--- config.mk ---
export PLATFORM = sky130hd
export DESIGN_NAME = marching_tetrahedra_cube_top
export DESIGN_NICKNAME = d
export VERILOG_FILES = /design/src/rtl/mtc_pkg.sv /design/src/rtl/mtc_front.sv /design/src/rtl/mtc_queue.sv /design/src/rtl/mtc_back.sv /design/src/rtl/marching_tetrahedra_cube_top.sv
export SDC_FILE = /design/constraint.sdc
export NUM_CORES = 2
export LEC_CHECK = 0
export CORE_MARGIN = 2
export CORE_UTILIZATION = 44
export DETAILED_ROUTE_END_ITERATION = 16
export DONT_BUFFER_PORTS = 1
export GPL_ROUTABILITY_DRIVEN = 0
export GPL_TIMING_DRIVEN = 1
export MAX_ROUTING_LAYER = met4
export PLACE_DENSITY_LB_ADDON = 0.15
export REMOVE_ABC_BUFFERS = 1
export SETUP_SLACK_MARGIN = 0.15
export SYNTH_ARGS = -nofsm -noshare
export SYNTH_HDL_FRONTEND = slang
export SYNTH_HIERARCHICAL = 1
export SYNTH_SLANG_ARGS = --single-unit
--- constraint.sdc ---
create_clock -name clock -period 22.8 [get_ports clock]
set_input_delay 4.56 -clock clock [delete_from_list [all_inputs] [get_ports clock]]
set_output_delay 4.56 -clock clock [all_outputs]
set_load 0.02 [all_outputs]
--- src/rtl/mtc_pkg.sv ---
// ----------------------------------------------------------------------------
// mtc_pkg
// Types, tables and constants shared by the marching tetrahedra cube unit.
// ----------------------------------------------------------------------------
`default_nettype none

package mtc_pkg;

   localparam int unsigned COORD_W  = 8;
   localparam int unsigned DENS_W   = 16;
   localparam int unsigned FRAC_W   = 17;
   localparam int unsigned POS_W    = 25;
   localparam int unsigned TET_W    = 3;
   localparam int unsigned NUM_TET  = 6;
   localparam logic [DENS_W-1:0] THRESH_RESET = 16'd22938;
   localparam logic [TET_W-1:0]  TET_LAST_IDX = 3'd5;
   localparam logic [2:0]        EDGE_LAST    = 3'd5;

   // one queued cube: lower corner, densities, inside bits and tet summary
   typedef struct packed {
      logic [2:0][COORD_W-1:0] base;
      logic [7:0][DENS_W-1:0]  dens;
      logic [7:0]              in_mask;
      logic [5:0]              active;
      logic [TET_W-1:0]        last_tet;
   } mtc_cube_type;

   typedef struct packed {
      logic empty;
      logic full;
   } mtc_qstat_type;

   typedef enum logic [2:0] {
      ST_IDLE,
      ST_EDGE,
      ST_DIV,
      ST_POINT,
      ST_EMIT1,
      ST_EMIT2
   } mtc_state_type;

   // corner k of tetrahedron t, all sharing the diagonal from corner 0 to 6
   function automatic logic [2:0] tet_corner(input logic [2:0] t, input logic [1:0] k);
      logic [11:0] row;
      case (t)
         3'd0:    row = {3'd6, 3'd2, 3'd1, 3'd0};
         3'd1:    row = {3'd6, 3'd3, 3'd2, 3'd0};
         3'd2:    row = {3'd6, 3'd7, 3'd3, 3'd0};
         3'd3:    row = {3'd6, 3'd4, 3'd7, 3'd0};
         3'd4:    row = {3'd6, 3'd5, 3'd4, 3'd0};
         3'd5:    row = {3'd6, 3'd1, 3'd5, 3'd0};
         default: row = '0;
      endcase
      return row[k*3 +: 3];
   endfunction

   // end points of tetrahedron edge e, as local corner slots
   function automatic logic [1:0] edge_a(input logic [2:0] e);
      case (e)
         3'd0, 3'd1, 3'd2: return 2'd0;
         3'd3, 3'd4:       return 2'd1;
         default:          return 2'd2;
      endcase
   endfunction

   function automatic logic [1:0] edge_b(input logic [2:0] e);
      case (e)
         3'd0:       return 2'd1;
         3'd1, 3'd3: return 2'd2;
         default:    return 2'd3;
      endcase
   endfunction

   // corner offset, bit 0 first axis, bit 1 second, bit 2 third
   function automatic logic [2:0] corner_off(input logic [2:0] c);
      case (c)
         3'd0:    return 3'b000;
         3'd1:    return 3'b001;
         3'd2:    return 3'b011;
         3'd3:    return 3'b010;
         3'd4:    return 3'b100;
         3'd5:    return 3'b101;
         3'd6:    return 3'b111;
         default: return 3'b110;
      endcase
   endfunction

endpackage

`default_nettype wire

--- src/rtl/mtc_front.sv ---
// ----------------------------------------------------------------------------
// mtc_front
// Holds the threshold, accepts cubes, classifies corners and tetrahedra, and
// queues only cubes that produce triangles.
// ----------------------------------------------------------------------------
`default_nettype none

module mtc_front
   import mtc_pkg::*;
#(
   parameter int GRID_SIZE = 256
) (
   input  wire logic                clock,
   input  wire logic                reset,
   input  wire logic                req_valid,
   output logic                     req_stall,
   input  wire logic [COORD_W-1:0]  req_cube_x,
   input  wire logic [COORD_W-1:0]  req_cube_y,
   input  wire logic [COORD_W-1:0]  req_cube_z,
   input  wire logic [7:0][DENS_W-1:0] req_dens,
   input  wire logic                csr_write_en,
   input  wire logic [DENS_W-1:0]   csr_write_data,
   input  wire mtc_qstat_type       qstat,
   output logic                     push,
   output mtc_cube_type             push_data,
   output logic [DENS_W-1:0]        threshold
);

   localparam logic [10:0] GRID_LIM = 11'(GRID_SIZE);

   logic [DENS_W-1:0] thr_ff, thr_in;
   logic [7:0]        in_mask;
   logic [5:0]        active;
   logic [TET_W-1:0]  last_tet;
   logic              out_grid;

   // threshold register
   always_comb begin
      thr_in = csr_write_en ? csr_write_data : thr_ff;
   end

   always_ff @(posedge clock) begin
      if (reset) begin
         thr_ff <= THRESH_RESET;
      end else begin
         thr_ff <= thr_in;
      end
   end

   assign threshold = thr_ff;

   // classify corners and tetrahedra
   always_comb begin
      logic [3:0] ins;
      for (int c = 0; c < 8; c++) begin
         in_mask[c] = req_dens[c] > thr_ff;
      end
      for (int t = 0; t < NUM_TET; t++) begin
         for (int k = 0; k < 4; k++) begin
            ins[k] = in_mask[tet_corner(3'(t), 2'(k))];
         end
         active[t] = (ins != 4'b0000) && (ins != 4'b1111);
      end
      last_tet = '0;
      for (int t = 0; t < NUM_TET; t++) begin
         if (active[t]) begin
            last_tet = TET_W'(t);
         end
      end
      out_grid = ({3'b0, req_cube_x} >= GRID_LIM) || ({3'b0, req_cube_y} >= GRID_LIM) ||
                 ({3'b0, req_cube_z} >= GRID_LIM);
   end

   // accept while the queue has room; drop cubes with nothing to emit
   assign req_stall = qstat.full;
   assign push      = req_valid && !qstat.full && !out_grid && (active != 6'b0);

   always_comb begin
      push_data.base     = {req_cube_z, req_cube_y, req_cube_x};
      push_data.dens     = req_dens;
      push_data.in_mask  = in_mask;
      push_data.active   = active;
      push_data.last_tet = last_tet;
   end

endmodule

`default_nettype wire

--- src/rtl/mtc_queue.sv ---
// ----------------------------------------------------------------------------
// mtc_queue
// Four-entry cube queue between the classifier and the triangle sequencer.
// ----------------------------------------------------------------------------
`default_nettype none

module mtc_queue
   import mtc_pkg::*;
(
   input  wire logic          clock,
   input  wire logic          reset,
   input  wire logic          push,
   input  wire mtc_cube_type  push_data,
   input  wire logic          pop,
   output mtc_cube_type       head,
   output mtc_qstat_type      qstat
);

   mtc_cube_type mem_ff [4];
   logic [1:0]   wr_ff, wr_in, rd_ff, rd_in;
   logic [2:0]   cnt_ff, cnt_in;

   // advance pointers and fill count
   always_comb begin
      wr_in  = push ? wr_ff + 2'd1 : wr_ff;
      rd_in  = pop ? rd_ff + 2'd1 : rd_ff;
      cnt_in = cnt_ff + {2'b0, push} - {2'b0, pop};
   end

   always_ff @(posedge clock) begin
      if (reset) begin
         wr_ff  <= '0;
         rd_ff  <= '0;
         cnt_ff <= '0;
      end else begin
         wr_ff  <= wr_in;
         rd_ff  <= rd_in;
         cnt_ff <= cnt_in;
      end
   end

   always_ff @(posedge clock) begin
      if (push) begin
         mem_ff[wr_ff] <= push_data;
      end
   end

   assign head        = mem_ff[rd_ff];
   assign qstat.empty = (cnt_ff == 3'd0);
   assign qstat.full  = (cnt_ff == 3'd4);

endmodule

`default_nettype wire

--- src/rtl/mtc_back.sv ---
// ----------------------------------------------------------------------------
// mtc_back
// Walks the tetrahedra of one queued cube, interpolates crossing edges with a
// bit-serial divider and sends triangles through the output register.
// ----------------------------------------------------------------------------
`default_nettype none

module mtc_back
   import mtc_pkg::*;
(
   input  wire logic               clock,
   input  wire logic               reset,
   input  wire mtc_cube_type       head,
   input  wire mtc_qstat_type      qstat,
   output logic                    pop,
   input  wire logic [DENS_W-1:0]  threshold,
   output logic                    rsp_valid,
   input  wire logic               rsp_stall,
   output logic [2:0][2:0][POS_W-1:0] rsp_pts,
   output logic [TET_W-1:0]        rsp_tet_index,
   output logic                    rsp_last_of_cube
);

   mtc_state_type state_ff, state_in;
   mtc_cube_type  cube_ff, cube_in;
   logic [TET_W-1:0] tet_ff, tet_in;
   logic [2:0]    edge_ff, edge_in, n_ff, n_in;
   logic [2:0]    ca_ff, ca_in, cb_ff, cb_in;
   logic [3:0][2:0][POS_W-1:0] pts_ff, pts_in;
   logic [FRAC_W-1:0] rem_ff, rem_in, q_ff, q_in;
   logic [DENS_W-1:0] den_ff, den_in;
   logic [3:0]    cnt_ff, cnt_in;
   logic          val_ff, val_in;
   logic [2:0][2:0][POS_W-1:0] opts_ff, opts_in;
   logic [TET_W-1:0] otet_ff, otet_in;
   logic          olast_ff, olast_in;

   logic          out_free;
   logic          tet_done;

   assign out_free = !val_ff || !rsp_stall;
   assign tet_done = (tet_ff == cube_ff.last_tet);

   // sequencer: next state, divider steps and triangle loads
   always_comb begin
      logic [2:0]        ca, cb;
      logic              ina, inb;
      logic [DENS_W-1:0] da, db, num, den;
      logic [FRAC_W:0]   trial;
      logic [POS_W-1:0]  p;
      logic [2:0]        oa, ob;

      state_in = state_ff;
      cube_in  = cube_ff;
      tet_in   = tet_ff;
      edge_in  = edge_ff;
      n_in     = n_ff;
      ca_in    = ca_ff;
      cb_in    = cb_ff;
      pts_in   = pts_ff;
      rem_in   = rem_ff;
      q_in     = q_ff;
      den_in   = den_ff;
      cnt_in   = cnt_ff;
      val_in   = val_ff && rsp_stall;
      opts_in  = opts_ff;
      otet_in  = otet_ff;
      olast_in = olast_ff;
      pop      = 1'b0;

      ca    = tet_corner(tet_ff, edge_a(edge_ff));
      cb    = tet_corner(tet_ff, edge_b(edge_ff));
      ina   = cube_ff.in_mask[ca];
      inb   = cube_ff.in_mask[cb];
      da    = cube_ff.dens[ca];
      db    = cube_ff.dens[cb];
      num   = ina ? da - threshold : threshold - da;
      den   = ina ? da - db : db - da;
      trial = {rem_ff, 1'b0};
      oa    = corner_off(ca_ff);
      ob    = corner_off(cb_ff);
      p     = '0;

      case (state_ff)
         ST_IDLE: begin
            if (!qstat.empty) begin
               pop      = 1'b1;
               cube_in  = head;
               tet_in   = '0;
               edge_in  = '0;
               n_in     = '0;
               state_in = ST_EDGE;
            end
         end
         ST_EDGE: begin
            if (!cube_ff.active[tet_ff]) begin
               // skip a tetrahedron without crossings
               tet_in  = tet_ff + 3'd1;
               edge_in = '0;
               n_in    = '0;
            end else if (ina != inb) begin
               // start the divide; a full ratio is settled here
               ca_in    = ca;
               cb_in    = cb;
               den_in   = den;
               rem_in   = (num == den) ? '0 : {1'b0, num};
               q_in     = {16'b0, num == den};
               cnt_in   = 4'd15;
               state_in = ST_DIV;
            end else if (edge_ff == EDGE_LAST) begin
               state_in = ST_EMIT1;
            end else begin
               edge_in = edge_ff + 3'd1;
            end
         end
         ST_DIV: begin
            if (trial >= {2'b0, den_ff}) begin
               rem_in = FRAC_W'(trial - {2'b0, den_ff});
               q_in   = {q_ff[FRAC_W-2:0], 1'b1};
            end else begin
               rem_in = trial[FRAC_W-1:0];
               q_in   = {q_ff[FRAC_W-2:0], 1'b0};
            end
            cnt_in = cnt_ff - 4'd1;
            if (cnt_ff == 4'd0) begin
               state_in = ST_POINT;
            end
         end
         ST_POINT: begin
            for (int ax = 0; ax < 3; ax++) begin
               p = {({1'b0, cube_ff.base[ax]} + {8'b0, oa[ax]}), 16'b0};
               if (ob[ax] && !oa[ax]) begin
                  p = p + {8'b0, q_ff};
               end else if (!ob[ax] && oa[ax]) begin
                  p = p - {8'b0, q_ff};
               end
               pts_in[n_ff[1:0]][ax] = p;
            end
            n_in = n_ff + 3'd1;
            if (edge_ff == EDGE_LAST) begin
               state_in = ST_EMIT1;
            end else begin
               edge_in  = edge_ff + 3'd1;
               state_in = ST_EDGE;
            end
         end
         ST_EMIT1: begin
            if (out_free) begin
               val_in   = 1'b1;
               opts_in  = {pts_ff[2], pts_ff[1], pts_ff[0]};
               otet_in  = tet_ff;
               olast_in = (n_ff == 3'd3) && tet_done;
               if (n_ff == 3'd4) begin
                  state_in = ST_EMIT2;
               end else if (tet_done) begin
                  state_in = ST_IDLE;
               end else begin
                  tet_in   = tet_ff + 3'd1;
                  edge_in  = '0;
                  n_in     = '0;
                  state_in = ST_EDGE;
               end
            end
         end
         ST_EMIT2: begin
            if (out_free) begin
               val_in   = 1'b1;
               opts_in  = {pts_ff[3], pts_ff[2], pts_ff[0]};
               otet_in  = tet_ff;
               olast_in = tet_done;
               if (tet_done) begin
                  state_in = ST_IDLE;
               end else begin
                  tet_in   = tet_ff + 3'd1;
                  edge_in  = '0;
                  n_in     = '0;
                  state_in = ST_EDGE;
               end
            end
         end
         default: begin
            state_in = ST_IDLE;
         end
      endcase
   end

   // control registers
   always_ff @(posedge clock) begin
      if (reset) begin
         state_ff <= ST_IDLE;
         val_ff   <= 1'b0;
      end else begin
         state_ff <= state_in;
         val_ff   <= val_in;
      end
   end

   // datapath registers
   always_ff @(posedge clock) begin
      cube_ff  <= cube_in;
      tet_ff   <= tet_in;
      edge_ff  <= edge_in;
      n_ff     <= n_in;
      ca_ff    <= ca_in;
      cb_ff    <= cb_in;
      pts_ff   <= pts_in;
      rem_ff   <= rem_in;
      q_ff     <= q_in;
      den_ff   <= den_in;
      cnt_ff   <= cnt_in;
      opts_ff  <= opts_in;
      otet_ff  <= otet_in;
      olast_ff <= olast_in;
   end

   assign rsp_valid        = val_ff;
   assign rsp_pts          = opts_ff;
   assign rsp_tet_index    = otet_ff;
   assign rsp_last_of_cube = olast_ff;

endmodule

`default_nettype wire

--- src/rtl/marching_tetrahedra_cube_top.sv ---
// ----------------------------------------------------------------------------
// marching_tetrahedra_cube_top
// Marching tetrahedra cube unit: one grid cube in, up to twelve triangles out.
// ----------------------------------------------------------------------------
// Usage:
//   req_* carries one cube (lower corner index and eight Q0.16 densities);
//   a transfer happens when req_valid is high and req_stall is low.
//   rsp_* carries one triangle per transfer, with the tetrahedron index and a
//   flag on the final triangle of the cube. Cubes with no surface crossing,
//   or outside the grid, produce no triangles.
//   csr_write_en / csr_write_data load the threshold; write only when idle.
// Flow: a cube without crossings is dropped by the classifier.
//   A cube with crossings waits in a four-entry queue; the sequencer takes it,
//   steps past each edge without a crossing and each tetrahedron skipped,
//   runs setup, 16 divide steps and the point for each crossing, and then
//   emits each triangle.
// Reset: synchronous; threshold returns to 22938, queue and output empty.
// Stall: a stalled triangle holds in the output register; the sequencer
//   waits, and the queue fills before req_stall rises.
// ----------------------------------------------------------------------------
`default_nettype none

module marching_tetrahedra_cube_top
   import mtc_pkg::*;
#(
   parameter int GRID_SIZE = 256
) (
   input  wire logic               clock,
   input  wire logic               reset,
   input  wire logic               req_valid,
   output logic                    req_stall,
   input  wire logic [COORD_W-1:0] req_cube_x,
   input  wire logic [COORD_W-1:0] req_cube_y,
   input  wire logic [COORD_W-1:0] req_cube_z,
   input  wire logic [DENS_W-1:0]  req_dens_000,
   input  wire logic [DENS_W-1:0]  req_dens_100,
   input  wire logic [DENS_W-1:0]  req_dens_110,
   input  wire logic [DENS_W-1:0]  req_dens_010,
   input  wire logic [DENS_W-1:0]  req_dens_001,
   input  wire logic [DENS_W-1:0]  req_dens_101,
   input  wire logic [DENS_W-1:0]  req_dens_111,
   input  wire logic [DENS_W-1:0]  req_dens_011,
   output logic                    rsp_valid,
   input  wire logic               rsp_stall,
   output logic [POS_W-1:0]        rsp_p0_x,
   output logic [POS_W-1:0]        rsp_p0_y,
   output logic [POS_W-1:0]        rsp_p0_z,
   output logic [POS_W-1:0]        rsp_p1_x,
   output logic [POS_W-1:0]        rsp_p1_y,
   output logic [POS_W-1:0]        rsp_p1_z,
   output logic [POS_W-1:0]        rsp_p2_x,
   output logic [POS_W-1:0]        rsp_p2_y,
   output logic [POS_W-1:0]        rsp_p2_z,
   output logic [TET_W-1:0]        rsp_tet_index,
   output logic                    rsp_last_of_cube,
   input  wire logic               csr_write_en,
   input  wire logic [DENS_W-1:0]  csr_write_data
);

   mtc_qstat_type qstat;
   mtc_cube_type  push_data, head;
   logic          push, pop;
   logic [DENS_W-1:0] threshold;
   logic [7:0][DENS_W-1:0] dens;
   logic [2:0][2:0][POS_W-1:0] pts;

   assign dens = {req_dens_011, req_dens_111, req_dens_101, req_dens_001,
                  req_dens_010, req_dens_110, req_dens_100, req_dens_000};

   mtc_front #(
      .GRID_SIZE(GRID_SIZE)
   ) u_front (
      .clock          (clock),
      .reset          (reset),
      .req_valid      (req_valid),
      .req_stall      (req_stall),
      .req_cube_x     (req_cube_x),
      .req_cube_y     (req_cube_y),
      .req_cube_z     (req_cube_z),
      .req_dens       (dens),
      .csr_write_en   (csr_write_en),
      .csr_write_data (csr_write_data),
      .qstat          (qstat),
      .push           (push),
      .push_data      (push_data),
      .threshold      (threshold)
   );

   mtc_queue u_queue (
      .clock     (clock),
      .reset     (reset),
      .push      (push),
      .push_data (push_data),
      .pop       (pop),
      .head      (head),
      .qstat     (qstat)
   );

   mtc_back u_back (
      .clock            (clock),
      .reset            (reset),
      .head             (head),
      .qstat            (qstat),
      .pop              (pop),
      .threshold        (threshold),
      .rsp_valid        (rsp_valid),
      .rsp_stall        (rsp_stall),
      .rsp_pts          (pts),
      .rsp_tet_index    (rsp_tet_index),
      .rsp_last_of_cube (rsp_last_of_cube)
   );

   assign rsp_p0_x = pts[0][0];
   assign rsp_p0_y = pts[0][1];
   assign rsp_p0_z = pts[0][2];
   assign rsp_p1_x = pts[1][0];
   assign rsp_p1_y = pts[1][1];
   assign rsp_p1_z = pts[1][2];
   assign rsp_p2_x = pts[2][0];
   assign rsp_p2_y = pts[2][1];
   assign rsp_p2_z = pts[2][2];

`ifndef ASSERT_OFF
   // a triangle always names one of the six tetrahedra
   assert property (@(posedge clock) disable iff (reset)
      rsp_valid |-> (rsp_tet_index <= TET_LAST_IDX))
      else $error("tetrahedron index out of range");

   // reset empties the output register
   assert property (@(posedge clock) reset |=> !rsp_valid)
      else $error("triangle present after reset");

   // the queue never takes a cube while full
   assert property (@(posedge clock) disable iff (reset) !(push && qstat.full))
      else $error("cube queue overflow");
`endif

endmodule

`default_nettype wire
==> run summary <==
Critical path peak fanout: 61
Nets@finish: 4,462
Met3 global-route usage: 4.65%
Overflow after GRT: 0
Synth area leader: edfxtp_1
Final WL: 162,000 um
Initial antenna violation count: 4
Pin count of the biggest net entering global routing: 116
Syn Inst Count: 4,153
Layout cells sized above 1: 16.1%
Number of iterations in the first detailed-routing pass: 5
Slew margin rel.: 25.3%
R2r worst-path depth: 27
# DRC: 0
Vias in the first global route: 33,500
Worst skew pair latency: 780 ps
Initial DRC Count: 2,647
CP peak stage delay: 890 ps
Slowest-stage cell, CP: a21oi_1
Fin crit period: 9450 ps
Maximum clock path buffer count: 3
Endpoints failing setup: 0
CTS Buf Count: 157
CTS sink cnt: 1,472
Crit Path Class: in -> reg
EDFF count, synth: 1,443
F_max: 0.106 GHz
WL/cell: 26.5 um
WP data required: 23,200 ps
Critical Path AT: 9850 ps
Distinct cell type count after synthesis: 99
Top Ports: 404
Yosys top cell area share: 66.4%
Row count: 141
Syn Area/Cell: 15.7 um2
Non-filler instance count after layout: 6,101
Placeable Area: 147,000 um2
GR Util met2: 35.1%
Htree depth: 4
Sequential fraction of the synthesis area: 67.3%
Slew Viols, Final: 0
GRT Max-Usage Layer: met2
Crit. path cell count: 11
Max-Cap Viols: 0
Final core occ: 48.5%
Ys async rst share: 0%
Seq cells post-synth: 1,472
Setup crit start kind: input port
First-pass GRT wire length: 235,000 um
CTS Hold Buffers Added: 0
Ys Warns: 6
CTS tree: done
CP endpoint kind: register
Final Skew: 29.6 ps
Drt via density: 5.57
Crit-path leading delay family: compound AO/OA/AOI/OAI gates
Synth area leaders: edfxtp_1 66%, mux4_2 6.0%, ha_1 4.7%
HPWL Detailed: 108,000 um
Worst hold-check path type: reg -> reg
Number of buffers added on ports: 0
Starting density of the core: 44.3%
Commonest cells in the synthesized netlist: 1,443 x edfxtp_1, 244 x ha_1, 208 x nand2_1, 201 x nor2_1, 174 x mux4_2
Die ar.: 151,000 um2
Area delta synth->final: 9.63%
Via count: 34,000
Chip height: 389 um
Tot GR Track Use: 21.8%
CTS resizes: 0
RSZ-0062 raised after global routing: no
Post-route ant nets: 0
Dpl cells: 5,810
Setup TNS: 0 ps
Mapped cell area: 65,300 um2
Post-CTS repair timing setup buffer count: 0
Met1 Track Usage GR: 28.3%
Hold Violations, Final: 0
Most frequent cell after synthesis: edfxtp_1
Tightest Pin Transition: 1120 ps
Worst-path cell chain: ha_1 -> nand4_1 -> a21oi_1 -> o31ai_1 -> a21oi_1 -> nor4b_1 -> a31o_1 -> a31oi_1 -> and2_4 -> buf_4 -> buf_4
Buf/Inv on CP: 2
Primary FF master, synth: edfxtp_1
Clock tree root driver cell: clkbuf_16
Status: completed
Hold depth: 0
Die width: 389 um
Clock-pin slew on the worst setup and hold paths: 60 ps
Fin crit share: 41.5%
==> per-stage QoR <==
stage	instance area (um2)	hold WS [ps]	worst slack (ps)
floorplan	63300	400	3110
global placement	66300	401	12650
detailed placement	66300	405	12640
CTS	71600	393	13470
global route	71600	411	13170
finish	71600	394	13350
==> final cells by class <==
cell class,count,area (um2)
flip-flops and latches,1472,43900
repair buffers,59,480
clock buffers,201,4120
well taps,1930,2410
inverters,146,548
multi-input cells,2203,19000
clock inverters,88,1110
fillers,12500,75900
diodes,2,5.00
==> cells in the final DEF, fill, tap and decap left out, types with 16 or more instances in the layout <==
cell and instances:
a22o_1 29, o21ai_0 129, dfxtp_1 27, a21o_1 50, nand3_1 88, nand2b_1 17
nor2_1 198, clkbuf_1 43, and3_1 29, nor2b_1 46, o211ai_1 42, and2_1 121
a21oi_1 121, nand4_1 44, clkinv_2 16, buf_4 56, edfxtp_1 1443, mux2_2 165
clkbuf_16 158, mux2i_1 61, nand2_1 207, clkinv_1 29, nor4_1 16, xor2_1 59
xnor2_1 61, inv_1 143, mux4_2 174, bufinv_16 19, nor3_1 26, a211oi_1 64
ha_1 244
==> logic make-up (layout without fill, tap and decap cells) <==
kind of cell    Yosys count  count (layout)  synth area share, %
compound gates          559             559                 5.70
xor+xnor                123             123                 1.71
fa+ha+maj               250             250                 4.86
buf+inv                 478             494                 3.87
flops                  1472            1472                 67.3
mux                     405             405                 9.91
other cells               0               2                    0
simple gates            866             866                 6.68
==> state kept, by name (all words and copies together) (netlist names), named ones only <==
name	count
u_back/cnt_ff	4
u_queue/cnt_ff	3
u_back/state_ff	3
u_back/rsp_tet_index	3
u_back/rem_ff	17
u_back/rsp_valid	1
u_back/pts_ff	300
u_back/rsp_pts	225
u_front/threshold	16
u_back/cb_ff	3
u_back/tet_ff	3
u_back/cube_ff	169
u_queue/wr_ff	2
u_back/rsp_last_of_cube	1
u_back/edge_ff	3
u_queue/rd_ff	2
u_queue/mem_ff	676
u_back/n_ff	3
u_back/den_ff	16
u_back/q_ff	17
u_back/ca_ff	3
==> final timing paths <==
check | startpoint | to | slack [ps]
setup reg to reg | u_back/edge_ff[0] | u_back/rem_ff[7] | 14820
hold / removal | u_back/pts_ff[4] | u_back/rsp_pts[4] | 390
hold reg to reg | u_back/pts_ff[4] | u_back/rsp_pts[4] | 390
setup / recovery | req_dens_110[6] | u_queue/mem_ff[0][138] | 13350
==> per-layer routing <==
layer	part of all wire (%)	routed length (um)
met1	43	68800
met2	49	79200
met3	6.1	9930
met4	2.3	3790
met5	0	0
Power is left out: the tool's default activity adds up to more than one toggle a clock period on the data nets, which glitch-free logic cannot reach.
